File: src/rtl/cfa_pkg.sv
// types and constants of the contiguous fit allocator
`timescale 1ns / 1ps

package cfa_pkg;

  localparam int OWNER_W = 8;
  localparam int SIZE_W  = 9;

  localparam logic [OWNER_W-1:0] OWNER_FREE = '0;

  typedef enum logic [1:0] {
    CMD_ALLOC   = 2'd0,
    CMD_FREE    = 2'd1,
    CMD_COMPACT = 2'd2,
    CMD_READ    = 2'd3
  } cmd_e;

  typedef enum logic [1:0] {
    POL_FIRST = 2'd0,
    POL_BEST  = 2'd1,
    POL_WORST = 2'd2,
    POL_BAD   = 2'd3
  } policy_e;

  typedef enum logic [1:0] {
    ST_OK         = 2'd0,
    ST_NO_SPACE   = 2'd1,
    ST_NOT_FOUND  = 2'd2,
    ST_BAD_POLICY = 2'd3
  } status_e;

  typedef enum logic [2:0] {
    S_CLEAR,
    S_IDLE,
    S_SCAN,
    S_TAIL,
    S_PICK,
    S_FILL,
    S_ZERO,
    S_RD_DATA
  } state_e;

  typedef struct packed {
    cmd_e                command;
    logic [OWNER_W-1:0]  owner_id;
    logic [SIZE_W-1:0]   request_size;
    policy_e             policy;
    logic [7:0]          cell_index;
  } cmd_t;

  typedef struct packed {
    status_e     status;
    logic [7:0]  start_index;
    logic [7:0]  cell_value;
  } res_t;

  typedef struct packed {
    logic clear;
    logic step;
    logic is_free;
  } fit_ctrl_t;

endpackage

File: src/rtl/cfa_cell_store.sv
// cell map memory: one write port, one read port with registered data
`timescale 1ns / 1ps

module cfa_cell_store #(
  parameter int DEPTH = 256,
  parameter int AW    = 8,
  parameter int DW    = 8
) (
  input  logic          clk_i,
  input  logic          we_i,
  input  logic [AW-1:0] waddr_i,
  input  logic [DW-1:0] wdata_i,
  input  logic          re_i,
  input  logic [AW-1:0] raddr_i,
  output logic [DW-1:0] rdata_o
);

  logic [DW-1:0] mem [DEPTH];
  logic [DW-1:0] rdata_q;

  always_ff @(posedge clk_i) begin
    if (we_i) begin
      mem[waddr_i] <= wdata_i;
    end
  end

  always_ff @(posedge clk_i) begin
    if (re_i) begin
      rdata_q <= mem[raddr_i];
    end
  end

  assign rdata_o = rdata_q;

endmodule

File: src/rtl/cfa_fit_unit.sv
// free-run tracker and fit comparator, fed one cell per step
`timescale 1ns / 1ps

module cfa_fit_unit #(
  parameter int IDX_W = 8,
  parameter int CNT_W = 9
) (
  input  logic                    clk_i,
  input  logic                    rst_ni,
  input  cfa_pkg::fit_ctrl_t      ctrl_i,
  input  logic [IDX_W-1:0]        idx_i,
  input  logic [cfa_pkg::SIZE_W-1:0] size_i,
  input  cfa_pkg::policy_e        policy_i,
  output logic                    found_o,
  output logic [IDX_W-1:0]        start_o
);

  import cfa_pkg::*;

  localparam int CMP_W = (CNT_W > SIZE_W) ? CNT_W : SIZE_W;

  logic [CNT_W-1:0] run_len_q;
  logic [CNT_W-1:0] best_len_q;
  logic [IDX_W-1:0] run_start_q;
  logic [IDX_W-1:0] best_start_q;
  logic             found_q;
  logic             fits;
  logic             take;
  logic             grab;

  // run closes on a used cell: does it fit, and does it beat the best so far
  assign fits = (CMP_W'(run_len_q) >= CMP_W'(size_i)) && (run_len_q != '0);
  assign take = !found_q
              || ((policy_i == POL_BEST)  && (run_len_q < best_len_q))
              || ((policy_i == POL_WORST) && (run_len_q > best_len_q));
  assign grab = ctrl_i.step && !ctrl_i.is_free && fits && take;

  always_ff @(posedge clk_i or negedge rst_ni) begin
    if (!rst_ni) begin
      run_len_q <= '0;
      found_q   <= 1'b0;
    end else if (ctrl_i.clear) begin
      run_len_q <= '0;
      found_q   <= 1'b0;
    end else if (ctrl_i.step) begin
      if (ctrl_i.is_free) begin
        run_len_q <= run_len_q + CNT_W'(1);
      end else begin
        run_len_q <= '0;
        if (grab) begin
          found_q <= 1'b1;
        end
      end
    end
  end

  always_ff @(posedge clk_i) begin
    if (ctrl_i.step && ctrl_i.is_free && (run_len_q == '0)) begin
      run_start_q <= idx_i;
    end
    if (grab) begin
      best_start_q <= run_start_q;
      best_len_q   <= run_len_q;
    end
  end

  assign found_o = found_q;
  assign start_o = best_start_q;

endmodule

File: src/rtl/contiguous_fit_allocator_top.sv
// top level of the contiguous fit allocator: sequencer, cell map and fit unit
`timescale 1ns / 1ps

// usage
// - a command transaction is taken at a rising edge with start high and busy low;
//   cmd_i carries command, owner id, request size, policy and cell index
// - every command gives exactly one result on res_o, shown for one cycle while
//   res_valid_o is high; the receiver cannot stall, so the result is simply taken
// - a new command may be given in the same cycle as the previous result strobe
// - steps from acceptance to strobe, by command:
//     bad policy, zero size, free of owner zero, read beyond the map: answered from idle
//     read one cell: one registered memory read
//     free owner: one read/modify pass
//     allocate: scan pass, then fill
//     compact: move pass, then free tail
// - the rate is set by the single memory port pair: one cell read and one cell
//   written per cycle, with one shared run comparator during allocate scans
// - after reset a clearing pass writes every cell free, with busy high
// - busy stays high while a command is in progress; commands are taken one at a time
module contiguous_fit_allocator_top #(
  parameter int CELL_COUNT = 256
) (
  input  logic          clk_i,
  input  logic          rst_ni,
  input  logic          start,
  output logic          busy,
  input  cfa_pkg::cmd_t cmd_i,
  output cfa_pkg::res_t res_o,
  output logic          res_valid_o
);

  import cfa_pkg::*;

  localparam int IDX_W = $clog2(CELL_COUNT);
  localparam int CNT_W = $clog2(CELL_COUNT + 1);
  localparam int CMP_W = (CNT_W > SIZE_W) ? CNT_W : SIZE_W;
  localparam logic [CNT_W-1:0] LAST_IDX = CNT_W'(CELL_COUNT - 1);
  localparam logic [CNT_W-1:0] END_IDX  = CNT_W'(CELL_COUNT);

  function automatic res_t make_res(status_e st, logic [7:0] start_idx,
                                    logic [7:0] value);
    res_t r;
    r.status      = st;
    r.start_index = start_idx;
    r.cell_value  = value;
    return r;
  endfunction

  // sequencer state
  state_e             state_q, state_d;
  logic [CNT_W-1:0]   addr_q, addr_d;      // read sweep / fill / clear pointer
  logic [CNT_W-1:0]   wptr_q, wptr_d;      // compaction write pointer
  logic [SIZE_W-1:0]  rem_q, rem_d;        // cells still to fill
  logic               rd_vld_q, rd_vld_d;  // memory data valid this cycle
  logic               hit_q, hit_d;
  cmd_e               op_q, op_d;
  res_t               res_q, res_d;
  logic               res_valid_q, res_valid_d;

  // transaction payload held for the duration of a command
  logic [IDX_W-1:0]   rd_idx_q, rd_idx_d;
  logic [OWNER_W-1:0] owner_q, owner_d;
  logic [SIZE_W-1:0]  size_q, size_d;
  policy_e            pol_q, pol_d;

  // memory ports
  logic               mem_we;
  logic [IDX_W-1:0]   mem_waddr;
  logic [OWNER_W-1:0] mem_wdata;
  logic               mem_re;
  logic [IDX_W-1:0]   mem_raddr;
  logic [OWNER_W-1:0] mem_rdata;

  // fit unit
  fit_ctrl_t          fit_ctrl;
  logic               fit_found;
  logic [IDX_W-1:0]   fit_start;

  logic               accept;

  assign busy   = (state_q != S_IDLE);
  assign accept = start && !busy;

  cfa_cell_store #(
    .DEPTH (CELL_COUNT),
    .AW    (IDX_W),
    .DW    (OWNER_W)
  ) u_store (
    .clk_i   (clk_i),
    .we_i    (mem_we),
    .waddr_i (mem_waddr),
    .wdata_i (mem_wdata),
    .re_i    (mem_re),
    .raddr_i (mem_raddr),
    .rdata_o (mem_rdata)
  );

  cfa_fit_unit #(
    .IDX_W (IDX_W),
    .CNT_W (CNT_W)
  ) u_fit (
    .clk_i    (clk_i),
    .rst_ni   (rst_ni),
    .ctrl_i   (fit_ctrl),
    .idx_i    (rd_idx_q),
    .size_i   (size_q),
    .policy_i (pol_q),
    .found_o  (fit_found),
    .start_o  (fit_start)
  );

  always_comb begin
    state_d     = state_q;
    addr_d      = addr_q;
    wptr_d      = wptr_q;
    rem_d       = rem_q;
    rd_vld_d    = 1'b0;
    hit_d       = hit_q;
    op_d        = op_q;
    res_d       = res_q;
    res_valid_d = 1'b0;
    rd_idx_d    = rd_idx_q;
    owner_d     = owner_q;
    size_d      = size_q;
    pol_d       = pol_q;
    mem_we      = 1'b0;
    mem_waddr   = '0;
    mem_wdata   = OWNER_FREE;
    mem_re      = 1'b0;
    mem_raddr   = '0;
    fit_ctrl    = '0;

    unique case (state_q)
      // reset sweep, one cell a cycle
      S_CLEAR: begin
        mem_we    = 1'b1;
        mem_waddr = addr_q[IDX_W-1:0];
        addr_d    = addr_q + CNT_W'(1);
        if (addr_q == LAST_IDX) begin
          addr_d  = '0;
          state_d = S_IDLE;
        end
      end

      S_IDLE: begin
        if (accept) begin
          op_d    = cmd_i.command;
          owner_d = cmd_i.owner_id;
          size_d  = cmd_i.request_size;
          pol_d   = cmd_i.policy;
          addr_d  = '0;
          wptr_d  = '0;
          hit_d   = 1'b0;
          unique case (cmd_i.command)
            CMD_ALLOC: begin
              // policy is checked ahead of size
              if (cmd_i.policy == POL_BAD) begin
                res_d       = make_res(ST_BAD_POLICY, '0, '0);
                res_valid_d = 1'b1;
              end else if (cmd_i.request_size == '0) begin
                res_d       = make_res(ST_NO_SPACE, '0, '0);
                res_valid_d = 1'b1;
              end else begin
                fit_ctrl.clear = 1'b1;
                state_d        = S_SCAN;
              end
            end
            CMD_FREE: begin
              if (cmd_i.owner_id == OWNER_FREE) begin
                res_d       = make_res(ST_NOT_FOUND, '0, '0);
                res_valid_d = 1'b1;
              end else begin
                state_d = S_SCAN;
              end
            end
            CMD_COMPACT: begin
              state_d = S_SCAN;
            end
            CMD_READ: begin
              if (CMP_W'(cmd_i.cell_index) < CMP_W'(CELL_COUNT)) begin
                mem_re    = 1'b1;
                mem_raddr = IDX_W'(cmd_i.cell_index);
                state_d   = S_RD_DATA;
              end else begin
                res_d       = make_res(ST_NOT_FOUND, '0, '0);
                res_valid_d = 1'b1;
              end
            end
            default: begin
              state_d = S_IDLE;
            end
          endcase
        end
      end

      // read sweep; data of the previous address is handled in the same cycle
      S_SCAN: begin
        if (addr_q != END_IDX) begin
          mem_re    = 1'b1;
          mem_raddr = addr_q[IDX_W-1:0];
          addr_d    = addr_q + CNT_W'(1);
          rd_vld_d  = 1'b1;
          rd_idx_d  = addr_q[IDX_W-1:0];
        end
        if (rd_vld_q) begin
          case (op_q)
            CMD_ALLOC: begin
              fit_ctrl.step    = 1'b1;
              fit_ctrl.is_free = (mem_rdata == OWNER_FREE);
            end
            CMD_FREE: begin
              if (mem_rdata == owner_q) begin
                mem_we    = 1'b1;
                mem_waddr = rd_idx_q;
                hit_d     = 1'b1;
              end
            end
            CMD_COMPACT: begin
              // write pointer never passes the cell just read, so no clash
              if (mem_rdata != OWNER_FREE) begin
                mem_we    = 1'b1;
                mem_waddr = wptr_q[IDX_W-1:0];
                mem_wdata = mem_rdata;
                wptr_d    = wptr_q + CNT_W'(1);
              end
            end
            default: begin
            end
          endcase
        end
        if ((addr_q == END_IDX) && !rd_vld_q) begin
          case (op_q)
            CMD_ALLOC: begin
              state_d = S_TAIL;
            end
            CMD_FREE: begin
              res_d       = make_res(hit_q ? ST_OK : ST_NOT_FOUND, '0, '0);
              res_valid_d = 1'b1;
              state_d     = S_IDLE;
            end
            CMD_COMPACT: begin
              state_d = S_ZERO;
            end
            default: begin
              state_d = S_IDLE;
            end
          endcase
        end
      end

      // past the map end counts as a used cell, closing any last free run
      S_TAIL: begin
        fit_ctrl.step    = 1'b1;
        fit_ctrl.is_free = 1'b0;
        state_d          = S_PICK;
      end

      S_PICK: begin
        if (fit_found) begin
          addr_d  = CNT_W'(fit_start);
          rem_d   = size_q;
          state_d = S_FILL;
        end else begin
          res_d       = make_res(ST_NO_SPACE, '0, '0);
          res_valid_d = 1'b1;
          state_d     = S_IDLE;
        end
      end

      // granted run always lies inside the map
      S_FILL: begin
        mem_we    = 1'b1;
        mem_waddr = addr_q[IDX_W-1:0];
        mem_wdata = owner_q;
        addr_d    = addr_q + CNT_W'(1);
        rem_d     = rem_q - SIZE_W'(1);
        if (rem_q == SIZE_W'(1)) begin
          res_d       = make_res(ST_OK, 8'(fit_start), '0);
          res_valid_d = 1'b1;
          state_d     = S_IDLE;
        end
      end

      // free the tail left behind by compaction
      S_ZERO: begin
        if (wptr_q != END_IDX) begin
          mem_we    = 1'b1;
          mem_waddr = wptr_q[IDX_W-1:0];
          wptr_d    = wptr_q + CNT_W'(1);
        end else begin
          res_d       = make_res(ST_OK, '0, '0);
          res_valid_d = 1'b1;
          state_d     = S_IDLE;
        end
      end

      S_RD_DATA: begin
        res_d       = make_res(ST_OK, '0, mem_rdata);
        res_valid_d = 1'b1;
        state_d     = S_IDLE;
      end

      default: begin
        state_d = S_IDLE;
      end
    endcase
  end

  always_ff @(posedge clk_i or negedge rst_ni) begin
    if (!rst_ni) begin
      state_q     <= S_CLEAR;
      addr_q      <= '0;
      wptr_q      <= '0;
      rem_q       <= '0;
      rd_vld_q    <= 1'b0;
      hit_q       <= 1'b0;
      op_q        <= CMD_ALLOC;
      res_valid_q <= 1'b0;
    end else begin
      state_q     <= state_d;
      addr_q      <= addr_d;
      wptr_q      <= wptr_d;
      rem_q       <= rem_d;
      rd_vld_q    <= rd_vld_d;
      hit_q       <= hit_d;
      op_q        <= op_d;
      res_valid_q <= res_valid_d;
    end
  end

  always_ff @(posedge clk_i) begin
    res_q    <= res_d;
    rd_idx_q <= rd_idx_d;
    owner_q  <= owner_d;
    size_q   <= size_d;
    pol_q    <= pol_d;
  end

  assign res_o       = res_q;
  assign res_valid_o = res_valid_q;

endmodule

File: config.mk
export PLATFORM = sky130hd
export DESIGN_NAME = contiguous_fit_allocator_top
export DESIGN_NICKNAME = d
export VERILOG_FILES = /design/src/rtl/cfa_pkg.sv /design/src/rtl/cfa_cell_store.sv /design/src/rtl/cfa_fit_unit.sv /design/src/rtl/contiguous_fit_allocator_top.sv
export SDC_FILE = /design/constraint.sdc
export NUM_CORES = 2
export LEC_CHECK = 0
export BUFFER_PORTS_ARGS = -buffer_cell sky130_fd_sc_hd__clkbuf_2
export CORE_ASPECT_RATIO = 1.5
export CORE_UTILIZATION = 68
export DETAILED_ROUTE_END_ITERATION = 8
export HOLD_SLACK_MARGIN = 0.15
export MAX_ROUTING_LAYER = met4
export PLACE_DENSITY = 0.85
export SKIP_CTS_REPAIR_TIMING = 1
export SKIP_LAST_GASP = 1
export SYNTH_ARGS = -nofsm -noshare
export SYNTH_HDL_FRONTEND = slang
export SYNTH_HIERARCHICAL = 1
export SYNTH_SLANG_ARGS = --single-unit
File: constraint.sdc
create_clock -name clk_i -period 13 [get_ports clk_i]
set_input_delay 1.3 -clock clk_i [delete_from_list [all_inputs] [get_ports clk_i]]
set_output_delay 1.3 -clock clk_i [all_outputs]
set_load 0.05 [all_outputs]
==> key figures <==
Yosys
  – Post-Synthesis Cells: 4308
  – Syn_area_per_cell: roughly 20 um^2
  – Synth Warn #: 6
  – Ranking of synthesized cells by area: edfxtp_1 (74%), mux4_2 (12%), mux2i_1 (1.6%), nor2_1 (1.4%), dfrtp_1 (1.3%)
  – Post-synth top area cell: edfxtp_1
  – Yosys top cell area share: 0.744
  – Synth Cell Area: about 86000 um^2
  – Count of state elements after synthesis: around 2200
  – Seq/Total Area, Yosys: 0.757
  – Yosys cell types: 86
  – Commonest register cell after synthesis: edfxtp_1
  – Post-Syn Nets: ~4400
  – Number of synthesized flops with an enable pin: 2126
  – Post-synth ARST share: 0.0207

Worst setup path
  – Setup crit start: state_q[1]$_DFFE_PN0P_
  – CP Data Arrival Time: 7.64 ns
  – Setup CP Type: register to register
  – CP endpoint kind: register
  – Depth of the most critical reg-to-reg path: 11
  – Critical Path Fanout Max: 50
  – Reg2reg end: u_store/rdata_o[2]$_DFFE_PP_
  – Crit path launch type: register
  – Flop-to-flop setup slack: 5.90 ns
  – Reg2reg start: state_q[1]$_DFFE_PN0P_
  – Worst path required time: 13.55 ns

GRT
  – Initial antenna violation count: 4
  – Overflow after GRT: 0
  – Global-route wire length before repair: approximately 330 mm
  – Gr usage total: 0.383
  – Largest net degree at the start of global routing: around 140
  – Number of global-route vias before repair: approximately 47000

Clocking
  – CTS max path bufs: 3
  – Htree depth: 4
  – CTS tree: yes
  – Clk sinks: 2171
  – Total CTS buffers: 180
  – Later-pin clock latency in the skew report: 0.83 ns
  – Worst-path clk slew: around 0.070 ns
  – Root buf cell: clkbuf_16

Cells and area
  – Commonest non-fill, non-tap cell in the layout: edfxtp_1
  – Post-layout nets: around 4400
  – Design Area, Final: around 93000 um^2
  – Area grow syn2layout: 8.90%
  – Final Instance Count excl. Fillers: 6137
  – Most frequent cells in the layout: edfxtp_1 (2126), mux4_2 (454), nor2_1 (319)
  – Layout cells sized above 1: 0.202

Detailed routing
  – Pre-antenna DRT Iters: 8
  – Vias per std cell: roughly 7.6
  – Antenna-violating nets left: 0
  – Drt first-iter violations: between 7000 and 8000
  – WL final: roughly 230 mm
  – Via count: between 40000 and 50000
  – DR WL/cell: about 38 um
  – DRC viols: 0

Floorplanning
  – Die Ht: ~440 um
  – Standard-cell row count: 159
  – Initial Utilization: 0.686
  – Core area: 125000 um^2
  – I/O pins: 52
  – Die outline width: a little under 300 um
  – Die area: about 130000 um^2

Pwr
  – Lkg Pwr: between 20 and 30 nW
  – Peak VDD IR: 0.130 mV
  – PwrDens: approximately 140 nW/um^2

STA
  – Slew HR: -0.0781
  – Clk_skew: around 0.031 ns
  – Final Max Tran Viols: 6
  – Final setup fails: 0
  – Maximum clock rate: between 100 and 150 MHz
  – Post-route clock period utilization: 0.546
  – RSZ-0062 raised after global routing: false
  – Fin crit period: 7.10 ns
  – Worst-Margin Slew: approximately 1.6 ns
  – Fin Setup TNS: 0 ns
  – Hold Fails Final Rpt: 0

Place
  – Post-DP HPWL: ~130 mm
  – Placement-stage cell area: about 87000 um^2
  – Placed Cells: between 5000 and 6000
  – Placer congestion estimate: between 0.9 and 1
  – PortBufs: between 50 and 60

Run
  – Max-cap violations: 4

Min path
  – Hold endpoint: u_fit/start_o[7]$_DFFE_PP_
  – Hold_sp: u_fit/run_start_q[7]$_DFFE_PP_
  – Worst min path class: register to register
  – Worst hold stages: 0

Status
  – Failing checks: max-capacitance violations, max-slew violations
  – Outcome: complete, but fails checks
[cells by family (layout without fill, tap and decap cells)]
logic type / after synthesis / count (layout) / synth area share
fa+ha+maj: 31 / 31 / 0.00452
mux: 593 / 593 / 0.136
xor+xnor: 12 / 12 / 0.00123
compound gates: 534 / 534 / 0.0434
other cells: 0 / 3 / 0
flops: 2171 / 2171 / 0.757
buf+inv: 296 / 512 / 0.0200
simple gates: 671 / 671 / 0.0377
[metrics by stage]
stage / total power (W) / util / setup WS [ns] / hold WS [ns]
final: 0.0132 / 0.747 / 5.90 / 0.419
after floorplan: 0.00771 / - / 7.75 / 0.400
after global routing: 0.0134 / 0.747 / 5.70 / 0.421
after global placement: 0.00773 / 0.698 / 6.01 / 0.401
after CTS: 0.0132 / 0.746 / 5.96 / 0.418
after detailed placement: 0.00773 / 0.698 / 5.95 / 0.405
[sequential cells by signal (all words and copies together), names as in the netlist, 2 cells and up]
signal / flops
addr_q: 9
op_q: 2
owner_q: 8
pol_q: 2
rd_idx_q: 8
rem_q: 9
res_o: 18
size_q: 9
state_q: 3
u_fit/best_len_q: 9
u_fit/run_len_q: 9
u_fit/run_start_q: 8
u_fit/start_o: 8
u_store/mem: 2048
u_store/rdata_o: 8
wptr_q: 9
[where the power goes]
| part | leakage, nW | internal, W | total (W) | switching [W] |
|---|---|---|---|---|
| clock | 2.92 | 0.00307 | 0.00560 | 0.00253 |
| sequential | 19.6 | 0.00756 | 0.00756 | 0 |
| combinational | 5.69 | 0.00000415 | 0.0000131 | 0.00000891 |
[Yosys cell counts (32+ instances only)]
library cell  instances
nor2_1              322
mux4_2              454
a22oi_1             144
nand3_1              50
clkbuf_1            117
buf_4                32
nor3_1               38
inv_1                45
a21oi_1             138
o221ai_1             46
nand2_1              76
buf_2                35
edfxtp_1           2126
nor4_1               33
mux2i_1             135
dfrtp_1              45
nor2b_1              32
[layer usage]
metal	vias to the layer above	wire length [um]	track usage
met4	0	23300	0.291
met1	23284	68300	0.430
met5	-	0	-
met2	4393	113000	0.602
met3	1187	28600	0.0860
li1	17925	-	-
[worst max-delay path by stage]
stage	cells past startpoint	end	slack [ns]
after floorplan	4	u_store/mem[0][0]$_DFFE_PP_	7.75
after global placement	13	u_store/rdata_o[2]$_DFFE_PP_	6.01
after detailed placement	13	u_store/rdata_o[2]$_DFFE_PP_	5.95
after CTS	11	u_store/rdata_o[2]$_DFFE_PP_	5.96
after global routing	11	u_store/rdata_o[2]$_DFFE_PP_	5.70
final	11	u_store/rdata_o[2]$_DFFE_PP_	5.90
[worst max-delay path, cell delays in order, from the launching register on]
cell      delay, ns
dfrtp_1        0.68
nor3b_2        0.79
a21boi_2       0.32
a22o_4         0.69
buf_4          0.67
buf_4          0.88
mux4_2         0.62
a22oi_1        0.27
a21oi_1        0.16
nor4_1         1.26
buf_4          0.33
nor4_2         0.06
[area by class of cell]
cell class	instances	area (um^2)
diodes	3	7.51
clock buffers	212	4620
clock inverters	120	1380
fillers	6099	31700
inverters	46	173
multi-input cells	1841	19300
flip-flops and latches	2171	65000
well taps	1610	2010
repair buffers	134	958
Note: power is estimated with default switching activity, not from simulation.
